`src/sv/csi_pkg.sv`:
```
package csi_pkg;

  typedef enum logic [1:0] {
    PhaseIdle   = 2'd0,
    PhaseStart  = 2'd1,
    PhaseMiddle = 2'd2
  } phase_e;

  typedef struct packed {
    logic signed [31:0] start_y;
    logic signed [31:0] middle_y;
    logic signed [31:0] end_y;
    logic [31:0]        step_width;
    logic               has_term;
    logic               last;
  } job_t;

  localparam int unsigned QueueDepth = 4;
  localparam int unsigned QueuePtrW  = 2;
  localparam int unsigned QueueCntW  = 3;

  // Rounding bias: half of three units of the Q16.16 result, in Q32.32.
  localparam logic [66:0] RoundBias = 67'd98304;
  // (2^26 - 1) / 3, so that n / 3 = hi * ThirdK + (hi + lo) / 3 with n = hi * 2^26 + lo.
  localparam logic [24:0] ThirdK = 25'd22369621;
  // ceil(2^33 / 3); exact floor division by three for operands below 2^32.
  localparam logic [31:0] ThirdRecip = 32'hAAAAAAAB;

endpackage

```
`src/sv/csi_fifo.sv`:
```
module csi_fifo
  import csi_pkg::*;
(
  input  logic clk_i,
  input  logic rst_ni,
  input  logic push_valid_i,
  output logic push_ready_o,
  input  job_t push_job_i,
  output logic pop_valid_o,
  input  logic pop_ready_i,
  output job_t pop_job_o
);

  localparam logic [QueueCntW-1:0] CountFull = QueueCntW'(QueueDepth);

  job_t                 mem_q [QueueDepth];
  logic [QueuePtrW-1:0] wr_ptr_q;
  logic [QueuePtrW-1:0] rd_ptr_q;
  logic [QueueCntW-1:0] count_q;
  logic                 push;
  logic                 pop;

  assign push_ready_o = (count_q != CountFull);
  assign pop_valid_o  = (count_q != '0);
  assign push = push_valid_i && push_ready_o;
  assign pop  = pop_valid_o && pop_ready_i;
  assign pop_job_o = mem_q[rd_ptr_q];

  always_ff @(posedge clk_i or negedge rst_ni) begin
    if (!rst_ni) begin
      wr_ptr_q <= '0;
      rd_ptr_q <= '0;
      count_q  <= '0;
    end else begin
      if (push) begin
        wr_ptr_q <= wr_ptr_q + 1'b1;
      end
      if (pop) begin
        rd_ptr_q <= rd_ptr_q + 1'b1;
      end
      if (push && !pop) begin
        count_q <= count_q + 1'b1;
      end else if (pop && !push) begin
        count_q <= count_q - 1'b1;
      end
    end
  end

  always_ff @(posedge clk_i) begin
    if (push) begin
      mem_q[wr_ptr_q] <= push_job_i;
    end
  end

  assert property (@(posedge clk_i) disable iff (!rst_ni)
    count_q <= CountFull)
    else $error("queue count exceeds its depth");

  assert property (@(posedge clk_i) disable iff (!rst_ni)
    (push && !pop) |=> (count_q == $past(count_q) + 1'b1))
    else $error("queue count did not follow a push");

endmodule

```
`config.mk`:
```
export PLATFORM = sky130hd
export DESIGN_NAME = csi_fifo
export DESIGN_NICKNAME = d
export VERILOG_FILES = /design/src/sv/csi_pkg.sv /design/src/sv/csi_fifo.sv
export SDC_FILE = /design/constraint.sdc
export NUM_CORES = 1
export LEC_CHECK = 0
export CAP_MARGIN = 5
export CORE_AREA = 2 2 219 167
export DETAILED_ROUTE_END_ITERATION = 8
export DIE_AREA = 0 0 221 169
export DONT_BUFFER_PORTS = 1
export PLACE_DENSITY = 0.74
export SLEW_MARGIN = 20
export SYNTH_ARGS = -nofsm -noshare
export SYNTH_HDL_FRONTEND = slang
export SYNTH_SLANG_ARGS = --single-unit
```
`constraint.sdc`:
```
create_clock -name clk_i -period 6.15 [get_ports clk_i]
set_input_delay 0.3075 -clock clk_i [delete_from_list [all_inputs] [get_ports clk_i]]
set_output_delay 0.3075 -clock clk_i [all_outputs]
set_load 0.005 [all_outputs]
```
* After elaboration in Yosys (flattened, before gate mapping)
Memory sizes are Yosys's and may differ from the RTL's. Cells that the tools add are included.
Operators by class: $add $sub $neg 4, equal/unequal tests 1, muxes and demuxes 4, reduce and logical (&&, ||, !) cells 8
Operators with widths (count):
- $mux 3 | 2
- $add 2x1->2 const B | 2
- $logic_and 1x1->1 | 4
- $add 3x1->3 const B | 1
- $ne 3x3->1 const B | 1
- $reduce_bool 3->1 | 1
- $sub 3x1->3 const B | 1
- $logic_not 1->1 | 2
- $mux 1 | 2
- $reduce_bool 2->1 | 1
Word-level totals: register bits 7, RAM bits 520, input port bits 134, memories kept 1
Memories:
- mem_q | depth 4, bits a word 130, rd ports 1, clocked after memory_dff 0, write ports 1, line csi_fifo.sv:16 | job_t mem_q [QueueDepth];

* Longest topological paths before layout
depth after elaboration 6, mapped depth 8, gate-level depth less buffers 8

* Worst setup path after synthesis
Ideal clock, no wire load.
kind reg2reg, start register count_q[0], end memory mem_q[0][0] (netlist bit), enable pin, arrival 3.762 ns, required time 5.645 ns, slack 1.883 ns, stages on the path, launching flop included 4, cells stage by stage dfrtp_1 > nor2_1 > a21boi_2 > and2_1
On the way: longest elaborated chain between the ends 4
Ends and longest elaborated chain:
- from (decl) | line csi_fifo.sv:19 | logic [QueueCntW-1:0] count_q;
- from (signal assigned) | line csi_fifo.sv:42 | count_q <= count_q + 1'b1;
- from (signal assigned) | line csi_fifo.sv:44 | count_q <= count_q - 1'b1;
- $ne 3x3->1 | line csi_fifo.sv:23 | assign push_ready_o = (count_q != CountFull);
- $logic_and 1x1->1 | line csi_fifo.sv:25 | assign push = push_valid_i && push_ready_o;
- via push | line csi_fifo.sv:20 | logic push;
- $mux 1 | line csi_fifo.sv:50 | if (push) begin
- $mux 1 (not written as such) | line csi_fifo.sv:51 | mem_q[wr_ptr_q] <= push_job_i;
- to (decl) | line csi_fifo.sv:16
The timed path passes the listed nets, and every way through them passes these cells.

==> load_flow_metrics.sql <==
INSERT INTO impl_metrics (metric_group, metric, value, unit) VALUES
('yosys', 'synthFlopType', 'edfxtp_1', ''),
('floorplanning', 'initial_utilization', '54.2', '%'),
('timing', 'hold-worst-slack', '0.0802', 'ns'),
('timing', 'period_needed', '3.38', 'ns'),
('pwr', 'pwr_per_cell_area', '462', 'nW/um^2'),
('drt', 'detailroute.via_count', '8131', ''),
('yosys', 'synth_fp_nets', '855', ''),
('place', 'port_buffers', '0', ''),
('yosys', 'netlist_top_cells_count', '520 x edfxtp_1, 130 x mux4_2, 15 x buf_2', ''),
('timing', 'setup_total_negative_slack', '0', 'ns'),
('cts', 'clkTransAtPathRegs', '0.07', 'ns'),
('worst_setup_path', 'timing.critical_path.from_type', 'register', ''),
('yosys', 'syn-mean-instance-area', '26.8', 'sq um'),
('timing', 'timing_max_transition_violations_final', '0', ''),
('drt', 'drt_first_pass_iters', '5', ''),
('yosys', 'syn_inst', '715', ''),
('drt', 'drt_iter0_markers', '602', ''),
('yosys', 'yosys_register_bits', '527', ''),
('worst_setup_path', 'path_max_fanout', '43', ''),
('timing', 'grt_setup_unrepaired', 'no', ''),
('yosys', 'netlist.top_cell.by_area', 'edfxtp_1', ''),
('global_route', 'antenna_violations_before_repair', '6', ''),
('floorplanning', 'io_pins', '266', ''),
('pwr', 'cellLeakagePower', '7.21', 'nW'),
('floorplanning', 'placementRows', '60', ''),
('cts', 'tritoncts', 'done', ''),
('yosys', 'synth_cell_type_count', '20', ''),
('cells_and_area', 'final_net_count', '1019', ''),
('drt', 'routedWlPerCell', '25.9', 'um'),
('global_route', 'global_route_wire_length_before_repair', '53.8', 'mm'),
('floorplanning', 'fp.dieW', '221', 'um'),
('cts', 'maximum_level_of_the_cts_h_tree', '2', ''),
('pwr', 'vdd.ir_drop.worst', '0.482', 'mV'),
('global_route', 'global_route.overflow_total', '0', ''),
('floorplanning', 'design.die.area', '37300', 'sq um'),
('worst_setup_path', 'arrival_time_worst_endpoint', '3.07', 'ns'),
('yosys', 'number_of_synthesized_flops_with_an_enable_pin', '520', ''),
('drt', 'drt_drc_violations_left', '0', ''),
('global_route', 'grt_start_max_net_pins', '80', ''),
('yosys', 'ys_warn_count', '0', ''),
('cts', 'root_buffer', 'clkbuf_16', ''),
('yosys', 'syn-cell-area', '19200', 'sq um'),
('worst_setup_path', 'reg2reg_setup_slack', '3.41', 'ns'),
('timing', 'report.final.hold_viol_count', '0', ''),
('worst_setup_path', 'timing.critical_path.to_type', 'output pin', ''),
('min_path', 'worst_hold_path_type', 'in2async', ''),
('cells_and_area', 'layout_cell_share_with_drive_strength_beyond_1', '24.3', '%'),
('floorplanning', 'vertical_die_dimension', '169', 'um'),
('timing', 'timing.fmax', '296', 'MHz'),
('floorplanning', 'core_area', '35400', 'sq um'),
('global_route', 'grt_pass1_vias', '8428', ''),
('timing', 'worstMarginPinSlew', '0.881', 'ns'),
('drt', 'avgViaCountPerCell', '5.87', ''),
('yosys', 'async_reset_ff_share', '1.33', '%'),
('worst_setup_path', 'required', '5.84', 'ns'),
('flow_run', 'cap_viol_max_count', '0', ''),
('yosys', 'synthDominantCellAreaShare', '81.5', '%'),
('timing', 'post-route-period-util', '55.0', '%'),
('place', 'hpwl', '20.8', 'mm'),
('yosys', 'sequential_fraction_of_the_synthesis_area', '82.4', '%'),
('worst_setup_path', 'crit_path_category', 'reg2out', ''),
('timing', 'worst_case_clock_skew', '0.0279', 'ns'),
('global_route', 'gr-usage-all-layers', '19.2', '%'),
('cts', 'tritoncts.num_buffers', '47', ''),
('cts', 'worstSkewPairLatency', '0.55', 'ns'),
('timing', 'finalSetupViolations', '0', ''),
('cells_and_area', 'area_growth', '18.1', '%'),
('drt', 'ant_nets', '0', ''),
('cts', 'cts.sink_count', '527', ''),
('cts', 'cts.path.max_buffers', '3', ''),
('drt', 'routed_wirelength', '35.9', 'mm'),
('place', 'globalplace.congestion', '0.761', ''),
('cells_and_area', 'finish.cell_count_without_fillers', '1385', ''),
('yosys', 'yosysMostFrequentCell', 'edfxtp_1', ''),
('status', 'status', 'complete, no violations', ''),
('place', 'post-place-cells', '1161', ''),
('yosys', 'synthTopCellsByArea', 'edfxtp_1 81%, mux4_2 15%, dfrtp_1 0.91%, buf_6 0.59%, buf_2 0.39%', ''),
('timing', 'slew-limit-headroom', '41.3', '%');
==> metrics by stage <==
step	instance area [sq um]	total power, mW	util [%]	setup slack (ns)
after global placement	19600	7.32	55.5	3.11
final	22600	10.4	64.0	2.77
after floorplan	19200	6.89	-	1.88
after detailed placement	19600	7.43	55.5	3.02
after CTS	22600	10.6	63.8	2.63
after global routing	22600	10.9	64.0	2.48
==> kinds of logic after synthesis <==
group / Yosys count / share of synthesized area (%)
multiplexers: 132 / 15.4
AO/OA/AOI/OAI: 1 / 0.0588
AND/OR/NAND/NOR: 10 / 0.268
buffers and inverters: 33 / 1.16
adder cells (fa/ha/maj): 6 / 0.431
flip-flops: 527 / 82.4
XOR/XNOR: 6 / 0.274
==> where the power goes <==
part           switching (mW)  leakage [nW]  internal, mW
clock network            1.19         0.792          1.83
registers               0.312          4.84          4.75
logic                    1.29          1.57          1.07
total                    2.80          7.21          7.65
==> placed cells by master (no fill, tap or decap), types with 3 or more instances in the layout <==
cell type / instances
edfxtp_1: 520
dlygate4sd3_1: 132
mux4_2: 130
clkbuf_16: 49
buf_4: 11
clkinv_1: 10
bufinv_16: 9
clkinv_2: 9
diode_2: 5
ha_1: 5
clkbuf_1: 5
dfrtp_1: 5
and2_4: 4
xnor2_1: 4
inv_1: 3
==> registers in the layout, summed over array words and instances, names as in the netlist <==
signal / flops
mem_q: 520
count_q: 3
wr_ptr_q: 2
rd_ptr_q: 2
==> worst max-delay path, cell delays in order, from the launching register on <==
cell and delay (ns):
dfrtp_4 1.00, buf_4 0.78, mux4_2 0.66
==> final timing paths <==
| check | endpoint | cells after the start | start |
|---|---|---|---|
| setup / recovery | pop_job_o[62] | 2 | rd_ptr_q[0]$_DFFE_PN0P_ |
| hold / removal | count_q[0]$_DFFE_PN0P_ | 1 | rst_ni |
| setup reg to reg | mem_q[2][38]$_DFFE_PP_ | 4 | count_q[0]$_DFFE_PN0P_ |
| hold reg to reg | count_q[2]$_DFFE_PN0P_ | 1 | count_q[2]$_DFFE_PN0P_ |
| max in group asynchronous | rd_ptr_q[1]$_DFFE_PN0P_ | 1 | rst_ni |
| min in group clk_i | wr_ptr_q[0]$_DFFE_PN0P_ | 2 | push_valid_i |
==> layer usage <==
layer  routed length (um)  GRT usage (%)  vias up
met3                 3080           6.14       65
met2                17600           30.3      310
li1                     -              -     3423
met4                  739           4.84        2
met5                   11              0        -
met1                14500           26.5     4331
==> timing repair <==
action,CTS,global route
hold buffers,132,0
buffers inserted,0,0
endpoints found under the hold margin,529,0
resized for setup,0,0
==> final cells by class <==
| type | count | area, sq um |
|---|---|---|
| inverter | 3 | 11.3 |
| antenna | 5 | 12.5 |
| clock inverter | 31 | 377 |
| timing repair buffer | 145 | 1440 |
| sequential | 527 | 15800 |
| multi-input combinational | 155 | 3160 |
| tap | 465 | 582 |
| fill | 2194 | 12700 |
| clock buffer | 54 | 1240 |
Power figures use the tool's default switching activity.
