## config.mk

```make
export PLATFORM = sky130hd
export DESIGN_NAME = csi_front_flat
export DESIGN_NICKNAME = d
export VERILOG_FILES = /design/src/sv/csi_pkg.sv /design/src/sv/csi_if.sv /design/src/sv/csi_front.sv /design/src/flat_wrapper.sv
export SDC_FILE = /design/constraint.sdc
export NUM_CORES = 1
export LEC_CHECK = 0
export ABC_CLOCK_PERIOD_IN_PS = 3540
export BUFFER_PORTS_ARGS = -buffer_cell sky130_fd_sc_hd__buf_2
export CAP_MARGIN = 20
export CORE_MARGIN = 2
export CORE_UTILIZATION = 43
export CTS_CLUSTER_DIAMETER = 40
export DETAILED_ROUTE_END_ITERATION = 8
export PLACE_DENSITY_LB_ADDON = 0.2
export SYNTH_ARGS = -nofsm -noshare
export SYNTH_HDL_FRONTEND = slang
export SYNTH_SLANG_ARGS = --single-unit
```

## constraint.sdc

```tcl
create_clock -name clk_i -period 3.54 [get_ports clk_i]
set_clock_uncertainty 0.15 [all_clocks]
set_input_delay 0.177 -clock clk_i [delete_from_list [all_inputs] [get_ports clk_i]]
set_output_delay 0.177 -clock clk_i [all_outputs]
set_load 0.01 [all_outputs]
```

## src/sv/csi_pkg.sv

```systemverilog
package csi_pkg;

  typedef enum logic [1:0] {
    PhaseIdle   = 2'd0,
    PhaseStart  = 2'd1,
    PhaseMiddle = 2'd2
  } phase_e;

  typedef struct packed {
    logic signed [31:0] start_y;
    logic signed [31:0] middle_y;
    logic signed [31:0] end_y;
    logic [31:0]        step_width;
    logic               has_term;
    logic               last;
  } job_t;

  localparam int unsigned QueueDepth = 4;
  localparam int unsigned QueuePtrW  = 2;
  localparam int unsigned QueueCntW  = 3;

  // Rounding bias: half of three units of the Q16.16 result, in Q32.32.
  localparam logic [66:0] RoundBias = 67'd98304;
  // (2^26 - 1) / 3, so that n / 3 = hi * ThirdK + (hi + lo) / 3 with n = hi * 2^26 + lo.
  localparam logic [24:0] ThirdK = 25'd22369621;
  // ceil(2^33 / 3); exact floor division by three for operands below 2^32.
  localparam logic [31:0] ThirdRecip = 32'hAAAAAAAB;

endpackage

```

## src/sv/csi_if.sv

```systemverilog
interface csi_sample_if;
  logic               valid;
  logic               ready;
  logic signed [31:0] x_value;
  logic signed [31:0] y_value;
  logic               last_sample;

  modport source (output valid, output x_value, output y_value, output last_sample,
                  input ready);
  modport sink (input valid, input x_value, input y_value, input last_sample,
                output ready);
endinterface


```

## src/sv/csi_front.sv

```systemverilog
module csi_front
  import csi_pkg::*;
(
  input  logic        clk_i,
  input  logic        rst_ni,
  csi_sample_if.sink  sample_i,
  output logic        push_valid_o,
  input  logic        push_ready_i,
  output job_t        push_job_o
);

  phase_e             phase_q, phase_d;
  logic signed [31:0] start_x_q;
  logic signed [31:0] start_y_q;
  logic signed [31:0] middle_y_q;
  logic [31:0]        step_q;
  logic               accept;
  logic signed [32:0] dx;
  logic [32:0]        dx_abs;

  assign sample_i.ready = push_ready_i;
  assign accept = sample_i.valid && sample_i.ready;

  assign dx = 33'(sample_i.x_value) - 33'(start_x_q);
  assign dx_abs = dx[32] ? (33'd0 - dx) : dx;

  always_ff @(posedge clk_i or negedge rst_ni) begin
    if (!rst_ni) begin
      phase_q <= PhaseIdle;
    end else begin
      phase_q <= phase_d;
    end
  end

  always_comb begin
    phase_d = phase_q;
    if (accept) begin
      unique case (phase_q)
        PhaseStart:  phase_d = PhaseMiddle;
        PhaseMiddle: phase_d = PhaseStart;
        default:     phase_d = PhaseStart;
      endcase
      if (sample_i.last_sample) begin
        phase_d = PhaseIdle;
      end
    end
  end

  always_ff @(posedge clk_i) begin
    if (accept) begin
      if (phase_q == PhaseStart) begin
        step_q     <= dx_abs[31:0];
        middle_y_q <= sample_i.y_value;
      end else begin
        start_x_q <= sample_i.x_value;
        start_y_q <= sample_i.y_value;
      end
    end
  end

  assign push_valid_o = accept && ((phase_q == PhaseMiddle) || sample_i.last_sample);

  always_comb begin
    push_job_o.start_y    = start_y_q;
    push_job_o.middle_y   = middle_y_q;
    push_job_o.end_y      = sample_i.y_value;
    push_job_o.step_width = step_q;
    push_job_o.has_term   = (phase_q == PhaseMiddle);
    push_job_o.last       = sample_i.last_sample;
  end

  assert property (@(posedge clk_i) disable iff (!rst_ni)
    (accept && sample_i.last_sample) |=> (phase_q == PhaseIdle))
    else $error("front phase not cleared after the last sample of a set");

endmodule

```

## src/flat_wrapper.sv

```systemverilog
// flat-port wrapper written by rule: the top's interface ports become plain ports
module csi_front_flat import csi_pkg::*;
  (clk_i, rst_ni, push_valid_o, push_ready_i, push_job_o, sample_i_valid, sample_i_x_value, sample_i_y_value, sample_i_last_sample, sample_i_ready);
  csi_sample_if sample_i_i ();
  input  logic clk_i;
  input  logic rst_ni;
  output logic push_valid_o;
  input  logic push_ready_i;
  output job_t push_job_o;
  input wire logic [$bits(sample_i_i.valid)-1:0] sample_i_valid;
  input wire logic [$bits(sample_i_i.x_value)-1:0] sample_i_x_value;
  input wire logic [$bits(sample_i_i.y_value)-1:0] sample_i_y_value;
  input wire logic [$bits(sample_i_i.last_sample)-1:0] sample_i_last_sample;
  output wire logic [$bits(sample_i_i.ready)-1:0] sample_i_ready;
  assign sample_i_i.valid = sample_i_valid;
  assign sample_i_i.x_value = sample_i_x_value;
  assign sample_i_i.y_value = sample_i_y_value;
  assign sample_i_i.last_sample = sample_i_last_sample;
  assign sample_i_ready = sample_i_i.ready;
  csi_front u_core (.clk_i(clk_i), .rst_ni(rst_ni), .sample_i(sample_i_i), .push_valid_o(push_valid_o), .push_ready_i(push_ready_i), .push_job_o(push_job_o));
endmodule
```

; Word level (Yosys, flattened, before mapping)
; Cells that the tools add are included.
[op_classes]
addsub = 2
n_eq_ne = 2
n_mux = 3
bitwise = 1
reduce_logical = 5
[ops]
columns = op, count
row1 = $sub A32 B32 Y33, 1
row2 = $mux W32, 1
row3 = $sub A1 B32 Y32 const A, 1
row4 = $mux W2, 2
row5 = $reduce_and A2 Y1, 2
row6 = $eq A2 B1 Y1 const B, 1
row7 = $eq A2 B2 Y1 const B, 1
row8 = $logic_and A1 B1 Y1, 2
row9 = $logic_or A1 B1 Y1, 1
row10 = $not A1 Y1, 1
[word_totals]
reg_bits = 130
inputBits = 69
out_inout_bits = 132

; Longest topological paths before layout
; Gate-level depths: netlist (run 1).
[logic_depth]
depth_word = 3
ltp_mapped = 15
depth_no_buf = 14

; Worst setup path after synthesis (run 1)
; OpenSTA, ideal clock, no wires.
[synth_timing]
path_kind = reg2reg
from = register u_core.phase_q[1]
to = register u_core.middle_y_q[0] (enable)
setup_ns = 0.487
t_arrival_ns = 3.228
setup_slack_ns = -0.325
path_stages_with_launch = 3
period_less_slack_ns = 3.865
path_cell_list = dfrtp_1 -> nand2b_1 -> nor2_1
[synth_via]
elab_chain_len = 2
[synth_lines]
columns = element, line_no
row1 = from (decl), csi_front.sv:12  ; phase_e phase_q, phase_d;
row2 = from (signal assigned), csi_front.sv:29  ; phase_q <= PhaseIdle;
row3 = from (signal assigned), csi_front.sv:31  ; phase_q <= phase_d;
row4 = $eq A2 B1 Y1, csi_front.sv:51  ; if (phase_q == PhaseStart) begin
row5 = $reduce_and A2 Y1 (no source line), n/a
row6 = to (signal assigned), csi_front.sv:53  ; middle_y_q <= sample_i.y_value;
row7 = to (decl), csi_front.sv:15  ; logic signed [31:0] middle_y_q;
; Every way passes these cells.
; A chain may end at the register's enable or synchronous reset.

; Final worst setup path (run 1)
[layout_timing]
from = register u_core.start_x_q[0]
to = register u_core.step_q[30], data pin
[layout_via]
elab_chain_len = 3
[layout_lines]
columns = element, line_no
row1 = from (decl), csi_front.sv:13  ; logic signed [31:0] start_x_q;
row2 = from (signal assigned), csi_front.sv:55  ; start_x_q <= sample_i.x_value;
row3 = $sub A32 B32 Y33 (*), csi_front.sv:24  ; assign dx = 33'(sample_i.x_value) - 33'(start_x_q);
row4 = $sub A1 B32 Y32, csi_front.sv:25  ; assign dx_abs = dx[32] ? (33'd0 - dx) : dx;
row5 = $mux W32 (*), csi_front.sv:25
row6 = net u_core.dx_abs[30], csi_front.sv:19  ; logic [32:0] dx_abs;
row7 = to (signal assigned), csi_front.sv:52  ; step_q <= dx_abs[31:0];
row8 = to (decl), csi_front.sv:16  ; logic [31:0] step_q;
; Mark *: on every way through the listed nets, which the timed path passes. The rest lies on a longest branch.

==> out/results.tsv, run 1 <==
metric	value	unit
share of post-route cells with drive strength above 1	37.5	%
FMAX	275	MHz
Die H	131	um
Syn Nets	697	
Initial Utilization	43.8	%
IO Port Bufs	200	
Final #Nets	991	
Antenna Cells	0	
Clock Latency Late Sink	410	ps
critical path class	reg2reg	
# DRC	0	
Routed wire per std cell	15.3	um
Max clock buf depth	2	
post-synth top area cell	edfxtp_1	
Post-synth ARST share	1.54	%
count leader, synth	edfxtp_1	
max cap viols	0	
Final Slew Violations	0	
CP Launch Type	flip-flop	
Vias/cell	4.98	
slew margin rel.	46.6	%
CTS tree	built	
GRT Total Usage	19.5	%
Worst setup EP type	flip-flop	
Layout area overhead	42.5	%
setup TNS	-212	ps
core footprint	15800	um^2
leakage power	4.11	nW
RSZ-0062 raised after global routing	true	
Synth Area per Inst	11.6	um^2
I/O pin cnt	201	
CTS Sinks	130	
final setup fails	3	
CP Data Required Time	3540	ps
CTS H-tree depth	4	
crit path DAT	3630	ps
Worst Hold Path Cells	3	
ys flop type	edfxtp_1	
Synth Area in Simple Gates	10.7	%
dpl hpwl	12.8	mm
initial antenna violation count	0	
compound-gate portion of the synthesized area	13.2	%
DRT antenna net count	0	
Synth Register Bits	130	
Min Clock Period, post-route	3630	ps
maximum VDD drop	354	uV
pwr dens	470	nW/um^2
Cell variety after synth	61	
drt total wl	17.1	mm
Syn. warnings	0	
failing checks	setup timing	
share of the synthesized area in the top cell type	55.6	%
total power	0.00463	W
fraction of synthesized area in multiplexers	0.145	%
1st-iter DRT viols	244	
Die ar.	17100	um^2
CTS Root Cell	clkbuf_16	
outcome	finished, violations left	
routability cong.	0.871	
Synth area leaders	edfxtp_1, ha_1, buf_4, xnor2_1, xor2_1	
vias in the first global route	5269	
first-pass GRT wire length	25.9	mm
period utilization	103	%
cell depth of the worst flop-to-flop path	13	
Fillers	1287	
top cells by instance count after synthesis	edfxtp_1, nand2_1, inv_1, nor2_1, a21oi_1	
DR pass1 iterations	6	
main combinational cell family by area after synthesis	compound AO/OA/AOI/OAI gates	
Die Wd	131	um
Vias	5565	
number of CTS-inserted buffers	17	
Worst-path clk slew	60	ps
largest net degree at the start of global routing	39	
grt ovf	0	
Synth Instances	594	
final hold vios	0	
CP Max Fanout	3	
Adder-Cell Fraction of Synth Area	6.26	%
std cell rows	46	
worst min-delay path class	in2reg	
Slew @ Worst Pin	800	ps
Post-Syn Area	6910	um^2
sequential fraction of the synthesis area	56.3	%
EDFF count, synth	128	
dpl ws	-219	ps
worst setup margin	-94.9	ps
Synth Area in XOR/XNOR	6.46	%
==> sequential cells by signal, summed over array words and instances (netlist names) <==
name,count
u_core.middle_y_q,32
u_core.start_x_q,32
u_core.start_y_q,32
u_core.step_q,32
u_core.phase_q,2
==> cell type report <==
| type | instances | area [um^2] | area share (%) |
|---|---|---|---|
| flip-flops and latches | 130 | 3890 | 39.5 |
| multi-input cells | 373 | 2820 | 28.7 |
| repair buffers | 325 | 2120 | 21.6 |
| clock buffers | 18 | 429 | 4.36 |
| well taps | 216 | 270 | 2.74 |
| clock inverters | 14 | 155 | 1.58 |
| inverters | 41 | 154 | 1.56 |
==> what timing repair did <==
item	4_1_cts	5_1_grt
setup buffers	6	6
endpoints found under the hold margin	100	0
hold buffers	67	0
pin swaps	11	17
gates resized for setup	11	39
setup endpoints to repair	4	30
==> stage by stage <==
| stage | std cells | util (%) | hold slack [ps] | instance area (um^2) |
|---|---|---|---|---|
| 2_1_floorplan | 594 | - | -269 | 6920 |
| 3_3_place_gp | 1007 | 52.3 | -186 | 8240 |
| 3_5_place_dp | 1007 | 52.3 | -185 | 8240 |
| 4_1_cts | 1112 | 60.8 | 99.7 | 9590 |
| 5_1_grt | 1117 | 62.5 | 122 | 9850 |
| 6_report | 1117 | 62.5 | 125 | 9850 |
==> per-layer routing <==
layer / global-route usage (%) / part of all wire, % / vias up
li1: - / - / 2738
met1: 23.6 / 41 / 2610
met2: 33.8 / 51 / 194
met3: 5.42 / 6.9 / 23
met4: 6.07 / 1.6 / 0
met5: 0 / 0 / -
==> critical path, stage by stage, from the launching register on <==
cell      delay (ps)
edfxtp_1         360
ha_4             150
inv_2             30
fa_2             360
a211oi_4         230
o211ai_1         150
a211oi_2         360
o21ai_2          100
o31ai_2          260
xor2_1           200
or4b_4           490
nor3b_4          230
a31oi_1          140
xnor2_1          160
==> cells by family after synthesis <==
| logic type | count (synthesis) |
|---|---|
| simple gates | 150 |
| compound gates | 137 |
| flops | 130 |
| buf+inv | 91 |
| xor+xnor | 51 |
| fa+ha+maj | 34 |
| mux | 1 |
==> where the power goes <==
part / internal, W / switching [W] / leakage [nW] / total [W]
registers: 0.00182 / 0.0000209 / 1.20 / 0.00184
clock network: 0.00105 / 0.000677 / 0.277 / 0.00172
logic: 0.000485 / 0.000578 / 2.63 / 0.00106
total: 0.00335 / 0.00128 / 4.11 / 0.00463
==> cells in the final DEF, fill, tap and decap left out, types with 7 or more instances in the layout <==
cell	Yosys	final
a21o_1	10	10
a21oi_1	37	34
buf_2	4	200
buf_4	34	56
clkbuf_16	0	17
dlygate4sd3_1	0	67
edfxtp_1	128	128
ha_1	33	30
inv_1	41	40
nand2_1	44	43
nand3_1	14	14
nor2_1	41	38
nor2b_1	8	7
o21ai_0	25	23
xnor2_1	28	27
xor2_1	23	20
==> worst paths after layout <==
kind	startpoint	endpoint	slack [ps]
worst min-delay path	sample_i_valid	u_core.phase_q[0]	130
max in group asynchronous	rst_ni	u_core.phase_q[1]	2600
worst min register to register	u_core.phase_q[1]	u_core.phase_q[1]	380
worst max register to register	u_core.start_x_q[0]	u_core.step_q[30]	-90
worst max-delay path	u_core.start_x_q[0]	u_core.step_q[30]	-90
min in group asynchronous	rst_ni	u_core.phase_q[0]	490
Power figures use the tool's default switching activity.
==> run 2: changes to the inputs <==
BUFFER_PORTS_ARGS = not set   (was -buffer_cell sky130_fd_sc_hd__buf_2)
DONT_BUFFER_PORTS = 1   (was not set)
==> run 2 against run 1 <==
Effect of this change: the flow still finishes with violations (setup timing); setup slack worse by 20 ps; first-iteration DRC count increased by 9.0%; register-to-register slack worse by 20 ps; combinational power shrank 16%; count of clock-buffer cells in the layout is 1 lower; cell area shrank 11%; non-clock buffer count is 196 lower; sequential power increased by 2%; worst hold slack lost 90 ps; critical path depth did not move.
==> out/results.tsv, run 2 (same netlist as run 1, synthesis figures left out) <==
metric	value	unit
max cap viols	0	
Die H	131	um
vias in the first global route	4619	
Core Util, Final	55.7	%
leakage power	3.32	nW
FMAX	274	MHz
worst min-delay path class	in2reg	
worst setup margin	-114	ps
Vias	4833	
I/O pin cnt	201	
Clock Latency Late Sink	410	ps
Final Slew Violations	0	
routability cong.	0.864	
share of post-route cells with drive strength above 1	18.4	%
DRT antenna net count	0	
Routed wire per std cell	18.3	um
first-pass GRT wire length	25.6	mm
Vias/cell	5.22	
GRT Total Usage	19.9	%
outcome	finished, violations left	
1st-iter DRT viols	266	
dpl ws	-200	ps
CTS Sinks	130	
final hold vios	0	
RSZ-0062 raised after global routing	true	
pwr dens	517	nW/um^2
drt total wl	16.9	mm
Final #Nets	795	
# DRC	0	
CP Launch Type	flip-flop	
period utilization	103	%
Die ar.	17100	um^2
DR pass1 iterations	4	
critical path class	reg2reg	
Worst-path clk slew	60	ps
CP Data Required Time	3550	ps
grt ovf	0	
IO Port Bufs	0	
CTS tree	built	
failing checks	setup timing	
total power	0.00454	W
Min Clock Period, post-route	3650	ps
crit path DAT	3670	ps
Max clock buf depth	2	
largest net degree at the start of global routing	65	
CTS H-tree depth	4	
most common cell after layout, fill and taps aside	edfxtp_1	
maximum VDD drop	315	uV
core footprint	15800	um^2
dpl hpwl	11.9	mm
final setup fails	3	
std cell rows	46	
commonest cells after routing, fill and taps aside	edfxtp_1, dlygate4sd3_1, buf_4, nand2_1, inv_1	
Slew @ Worst Pin	840	ps
CP Max Fanout	3	
Die Wd	131	um
number of CTS-inserted buffers	17	
Layout area overhead	27.1	%
Placed Cells	813	
initial antenna violation count	6	
Worst setup EP type	flip-flop	
slew margin rel.	44.0	%
CTS Root Cell	clkbuf_16	
Non-Filler Instances	926	
Initial Utilization	43.8	%
Hold WS	36.0	ps
## run 2: cell types whose count changed in the layout (fill, tap and decap cells not counted), sizes merged
| cell | before | now |
|---|---|---|
| buf | 258 | 58 |
| diode | 0 | 5 |
| dlygate4sd3 | 67 | 71 |
| inv | 45 | 49 |
| clkinv | 5 | 2 |
| clkbuf | 18 | 17 |
## run 2: layout make-up
class | count | area (um^2)
clock inverters | 15 | 170
inverters | 41 | 154
repair buffers | 129 | 1150
fillers | 1374 | 6990
multi-input cells | 373 | 2710
clock buffers | 17 | 425
diodes | 5 | 12.5
well taps | 216 | 270
flip-flops and latches | 130 | 3890
## run 2: worst max-delay path: stages, from the launching register on
cell and delay, ps:
edfxtp_1 330, ha_2 190, inv_2 40, fa_2 360
a211oi_4 230, o211ai_1 180, a211oi_2 320, o21ai_2 120
o31ai_2 240, xor2_1 200, or4b_4 490, nor3b_4 240
a41oi_1 160, xnor2_1 150
## run 2: where the power goes
group          total, W  switching (W)  internal [W]
clock           0.00177       0.000713       0.00106
combinational  0.000888       0.000484      0.000404
sequential      0.00188      0.0000567       0.00183
total           0.00454        0.00125       0.00329
## run 2: per-layer routing
metal / global-route usage, % / wire length, um
met3: 7.04 / 1230
met2: 33.7 / 8380
met1: 24.0 / 7080
met5: 0 / 0
met4: 5.57 / 227
## run 2: repair_timing
| item | 4_1_cts | 5_1_grt |
|---|---|---|
| endpoints found under the hold margin | 100 | 0 |
| cloned | 0 | 1 |
| pin swaps | 8 | 12 |
| buffers inserted | 3 | 2 |
| endpoints found under the setup margin | 11 | 30 |
| hold buffers | 71 | 0 |
| gates resized for setup | 9 | 26 |
## run 2: metrics by stage
stage	TNS, ps	area [um^2]
floorplan	0	6920
global placement	-938	7280
detailed placement	-1140	7280
CTS	-225	8640
global route	-1660	8780
finish	-253	8780
## run 2: path summary, 6_finish.rpt
kind,endpoint,slack (ps),from,cells past startpoint
min,u_core.step_q[0],40,sample_i_x_value[0],3
min reg2reg,u_core.step_q[0],560,u_core.start_x_q[0],2
max in group asynchronous,u_core.phase_q[1],2720,rst_ni,2
max,u_core.step_q[31],-110,u_core.start_x_q[0],13
max reg2reg,u_core.step_q[31],-110,u_core.start_x_q[0],13
min in group asynchronous,u_core.phase_q[0],390,rst_ni,2
